[src/design/pfsr_div.sv]
// pfsr_div: pipelined unsigned restoring divider, one quotient bit per stage
// with a sideband word that travels alongside; no package dependencies
module pfsr_div #(
   parameter int unsigned NW = 32,
   parameter int unsigned DW = 26,
   parameter int unsigned SW = 1
) (
   input  logic          clock,
   input  logic          reset,
   input  logic          enable,
   input  logic          in_valid,
   input  logic [NW-1:0] num,
   input  logic [DW-1:0] den,
   input  logic [SW-1:0] side_in,
   output logic          out_valid,
   output logic [NW-1:0] quo,
   output logic [DW-1:0] rem,
   output logic [SW-1:0] side_out
);

   logic          v_ff    [NW+1];
   logic [DW-1:0] r_ff    [NW+1];
   logic [NW-1:0] w_ff    [NW+1];
   logic [DW-1:0] d_ff    [NW+1];
   logic [SW-1:0] side_ff [NW+1];

   always_ff @(posedge clock) begin
      if (reset) begin
         v_ff[0] <= 1'b0;
      end else if (enable) begin
         v_ff[0] <= in_valid;
      end
      if (enable) begin
         r_ff[0]    <= '0;
         w_ff[0]    <= num;
         d_ff[0]    <= den;
         side_ff[0] <= side_in;
      end
   end

   for (genvar k = 0; k < NW; k++) begin : g_stage
      logic [DW:0]   trial;
      logic          ge;
      logic [DW:0]   diff;
      logic [DW-1:0] r_in;
      logic [NW-1:0] w_in;

      // w holds the unused dividend bits on top, quotient bits shift in below
      always_comb begin
         trial = {r_ff[k], w_ff[k][NW-1]};
         ge    = trial >= {1'b0, d_ff[k]};
         diff  = trial - {1'b0, d_ff[k]};
         r_in  = ge ? diff[DW-1:0] : trial[DW-1:0];
         w_in  = {w_ff[k][NW-2:0], ge};
      end

      always_ff @(posedge clock) begin
         if (reset) begin
            v_ff[k+1] <= 1'b0;
         end else if (enable) begin
            v_ff[k+1] <= v_ff[k];
         end
         if (enable) begin
            r_ff[k+1]    <= r_in;
            w_ff[k+1]    <= w_in;
            d_ff[k+1]    <= d_ff[k];
            side_ff[k+1] <= side_ff[k];
         end
      end
   end

   assign out_valid = v_ff[NW];
   assign quo       = w_ff[NW];
   assign rem       = r_ff[NW];
   assign side_out  = side_ff[NW];

endmodule

[config.mk]
export PLATFORM = sky130hd
export DESIGN_NAME = pfsr_div
export DESIGN_NICKNAME = d
export VERILOG_FILES = /design/src/design/pfsr_div.sv
export SDC_FILE = /design/constraint.sdc
export NUM_CORES = 2
export LEC_CHECK = 0
export BUFFER_PORTS_ARGS = -buffer_cell sky130_fd_sc_hd__buf_4
export CAP_MARGIN = 20
export CORE_ASPECT_RATIO = 0.6
export CORE_MARGIN = 2
export CORE_UTILIZATION = 50
export DETAILED_ROUTE_END_ITERATION = 10
export PLACE_DENSITY = 0.68
export SYNTH_ARGS = -nofsm -noshare
export SYNTH_HDL_FRONTEND = slang
export SYNTH_SLANG_ARGS = --single-unit
[constraint.sdc]
create_clock -name clock -period 3.5 [get_ports clock]
set_input_delay 0.35 -clock clock [delete_from_list [all_inputs] [get_ports clock]]
set_output_delay 0.35 -clock clock [all_outputs]
set_load 0.005 [all_outputs]
# After elaboration in Yosys (flattened, before gate mapping)
# Memory sizes are Yosys's and may differ from the RTL's.
# Index checks and enable logic that the tools add are counted.
[totals]
output_inout_bits = 60
regBits = 0
memories = 5
inputBits = 63
ram_bits = 2838
[op_classes]
n_addsub = 32
order_cmp = 32
n_mux = 71
bitwise = 33
[memory_table]
columns = ["name", "depth", "word_bits", "read_ports", "rd_clocked_by_memory_dff", "wr", "line_no", "rtl"]
rows = [
  ["w_ff", 33, 32, 33, 0, 33, "23", "logic [NW-1:0] w_ff [NW+1];"],
  ["d_ff", 33, 26, 32, 0, 33, "24", "logic [DW-1:0] d_ff [NW+1];"],
  ["r_ff", 33, 26, 33, 0, 33, "22", "logic [DW-1:0] r_ff [NW+1];"],
  ["side_ff", 33, 1, 33, 0, 33, "25", "logic [SW-1:0] side_ff [NW+1];"],
  ["v_ff", 33, 1, 33, 0, 33, "21", "logic v_ff [NW+1];"],
]
[op_table]
columns = ["op", "count"]
rows = [
  ["$ge 27x26->1", 32],
  ["$mux 26", 32],
  ["$sub 26x26->26", 32],
  ["$mux 1", 39],
  ["$or 1x1->1", 33],
]

# Depth between registers and ports, before layout
[depth]
depth_word = 4
mapped_depth = 15
ltp_nobuf = 14

# Worst setup path after synthesis
# OpenSTA, ideal clock, no wires.
[synth_timing]
kind = "reg2reg"
start = "memory w_ff[31][31]"
end = "memory r_ff[32][20], in the netlist r_ff[0][852] (data pin)"
setup_slack_ps = 124
required_ps = 3233
path_buffers = 0
path_stages_with_launch = 15
synth_period_minus_slack_ps = 3376
t_arrival_ps = 3109
path_cell_list = "edfxtp_1 -> inv_1 -> ha_1 -> inv_1 -> fa_1 -> a211oi_1 -> o21ai_0 -> a2111oi_0 -> nor3_1 -> a22o_1 -> o41ai_1 -> or2_2 -> nor2b_1 -> xor2_1 -> o21ai_0"
[synth_lines]
columns = ["item", "line_no"]
rows = [
  ["start: declaration", "23"],
  ["end: declaration", "22"],
]

==> results.txt <==
Worst Setup SP -> r_ff[0][737]$_DFFE_PP_
EDFF count, synth -> 2786
Top FF cell, synth -> edfxtp_1
failing checks -> negative setup slack
layout cells sized above 1 -> 18.27%
deepest clock path buffer count -> 4
unrepaired setup endpoints after global routing -> true
TritonCTS buffer count -> 274
internal power -> 94.54 mW
syn_nets -> 11440
final hold violations -> 0
main area contributors after synthesis -> edfxtp_1 62%, ha_1 7.5%, a21oi_1 3.2%
cell area power density -> 931.6 nW/um2
die extent in x -> 675.0 um
Comb pwr share -> 45.2%
core area -> 268000 um2
CP arrival -> 4150 ps
Tcrit/Tclk final -> 101.4%
Hold WC Path Type -> in -> reg
Avg Synthesized Cell Area -> 12.82 um2
clock skew -> 82.05 ps
crit end category -> flop
drt wl/cell -> 22.49 um
All-Layer GR Usage -> 24.60%
Post-layout nets -> 12660
Final Slew Violations -> 0
Top Ports -> 123
Antenna diodes -> 0
row count -> 147
post-synthesis cell count -> 10530
sequential share of power -> 34.8%
fin crit period -> 3549 ps
Power, Total -> 148.6 mW
sequential share of the synthesized area -> 61.94%
Ys Warns -> 0
FMAX -> 0.2818 GHz
clock root buffer -> clkbuf_16
CTS tree -> done
Synth area leader -> edfxtp_1
post-synth cell types -> 109
Post-Route WL -> 349300 um
Setup Viol. Count Final -> 9
Worst-Margin Slew -> 856.0 ps
pin count of the biggest net entering global routing -> 160
status -> complete, but fails checks
hold_sp -> reset
Initial Utilization -> 50.40%
Relative slew margins -> 42.93%
synth cell count leaders -> 2786 x edfxtp_1, 1034 x inv_1, 868 x a21oi_1
first-pass GRT wire length -> 514100 um
RR Startpoint -> r_ff[0][737]$_DFFE_PP_
antenna violations before repair -> 20
Worst EP required -> 4100 ps
final core occ -> 59.52%
vias in the first global route -> 82550
Die H -> 406.6 um
CTS sink cnt -> 2786
Post-Syn Area -> 135100 um2
Clk Latency, worst-skew pair -> 890 ps
most frequent cell after synthesis -> edfxtp_1
DRC errors left -> 0
grt ovf -> 0
Final GP Congestion -> 0.9306
switching power -> 54.06 mW
Layout fillers -> 21030
Yosys reg bits -> 2786
Routed Antenna Nets -> 0
startpoint types -> flop
DP HPWL -> 256100 um
clock-pin transition on the worst setup and hold timing paths -> 70 ps
switching part of the total power -> 36.38%
leakage power -> 64.08 nW
Initial DRC Count -> 10280
clock share of power -> 20.0%
Setup WS post-layout -> -48.95 ps
port bufs -> 122
max_cap viols -> 0
area grow syn2layout -> 18.10%
Via density -> 5.696
share of the synthesized area in the top cell type -> 61.94%
Crit Path Category -> reg -> reg
DR vias -> 88480
maximum vdd ir drop -> 460.0 uV
area of the die -> 274400 um2
ys async rst share -> 0%
First-pass DRT Iterations -> 6
H-tree levels -> 5
Crit Path Max Fanout -> 8
[through the flow]
stage	hold WS [ps]	TNS [ps]	setup WS, ps	instance area (um2)	cells
3_3_place_gp	400.2	-19340	-750.2	146500	14830
3_5_place_dp	404.5	-24370	-557.1	146500	14830
2_1_floorplan	400.3	0	124.4	135100	10530
6_report	140.6	-307.8	-48.95	159500	15530
5_1_grt	116.6	-3427	-166.2	159500	15530
4_1_cts	65.96	-171.6	-100.5	156700	15400
[critical path, stage by stage, from the launching register on]
cell	delay [ps]
edfxtp_1	430
ha_1	340
nand4_1	160
nor2_2	210
buf_6	150
nand4_1	410
nor4_4	400
buf_4	220
a211o_1	100
a21o_1	100
a211o_4	230
buf_12	190
mux2_4	310
[power by group through the flow]
stage                     sequential [mW]  combinational (mW)  clock [mW]
after CTS                            51.6                62.0        30.4
after global routing                 52.2                72.7        31.7
after global placement               52.2                59.5           0
after detailed placement             52.2                60.3           0
after floorplan                      49.3                40.2           0
final                                51.7                67.2        29.7
[worst paths after layout]
kind,end,slack (ps),depth (start not counted)
worst max-delay path,r_ff[0][755]$_DFFE_PP_,-50,12
worst min-delay path,v_ff[26]$_DFFE_PP_,140,4
worst max register to register,r_ff[0][755]$_DFFE_PP_,-50,12
worst min register to register,w_ff[2][8]$_DFFE_PP_,370,0
[kinds of logic (layout without fill, tap and decap cells)]
family,count (synthesis),after routing,share of synthesized area (%)
and+or+nand+nor,2052,2052,7.109
adders and majority gates,839,839,7.945
xor gates and xnor gates,681,681,4.416
DFF,2786,2786,61.94
muxes,308,308,2.678
buffers and inverters,1269,2692,3.673
AOI/OAI and AO/OA,2598,2599,12.23
[layer usage]
metal | track usage [%] | vias to the layer above | part of all wire (%)
met4 | 4.486 | 2 | 1.7
met1 | 42.65 | 43330 | 52
li1 | - | 41380 | -
met3 | 4.069 | 426 | 8.6
met5 | 0 | - | 0.0037
met2 | 31.45 | 3342 | 38
[state kept, by name, indices dropped and copies added, names as in the netlist]
register	count
w_ff	1056
d_ff	832
r_ff	832
side_ff	33
v_ff	33
[what timing repair did]
item,in CTS,in global routing
gates resized for setup,106,383
hold buffers,61,0
endpoints found under the hold margin,77,0
pin swaps,58,179
buffers inserted,34,123
cloned,4,16
endpoints found under the setup margin,285,671
[area by class of cell]
cell class	instances	area [um2]	share of cell area, %
repair buffers	1179	10220	6.409
flip-flops and latches	2786	83660	52.45
multi-input cells	6479	48430	30.36
clock buffers	319	7196	4.511
well taps	3576	4474	2.805
clock inverters	157	1627	1.020
inverters	1037	3897	2.443
[layout by cell type, fill, tap and decap left out, types with 55 or more instances in the layout]
| cell | instances |
|---|---|
| edfxtp_1 | 2786 |
| dlygate4sd3_1 | 61 |
| a21o_1 | 400 |
| xnor2_1 | 426 |
| ha_1 | 766 |
| nand4_1 | 124 |
| nor2b_1 | 87 |
| nand3_1 | 139 |
| xor2_1 | 255 |
| a21oi_1 | 810 |
| buf_4 | 1019 |
| nor2_1 | 591 |
| o21bai_1 | 99 |
| nand2b_1 | 79 |
| o21ai_0 | 511 |
| and3_1 | 61 |
| o21a_1 | 94 |
| nor3_1 | 102 |
| a31oi_1 | 63 |
| mux2_2 | 206 |
| buf_12 | 70 |
| nand2_1 | 627 |
| a21oi_2 | 55 |
| inv_1 | 1016 |
| mux2_4 | 85 |
| clkbuf_16 | 294 |
Note: power is estimated with default switching activity, not from simulation.
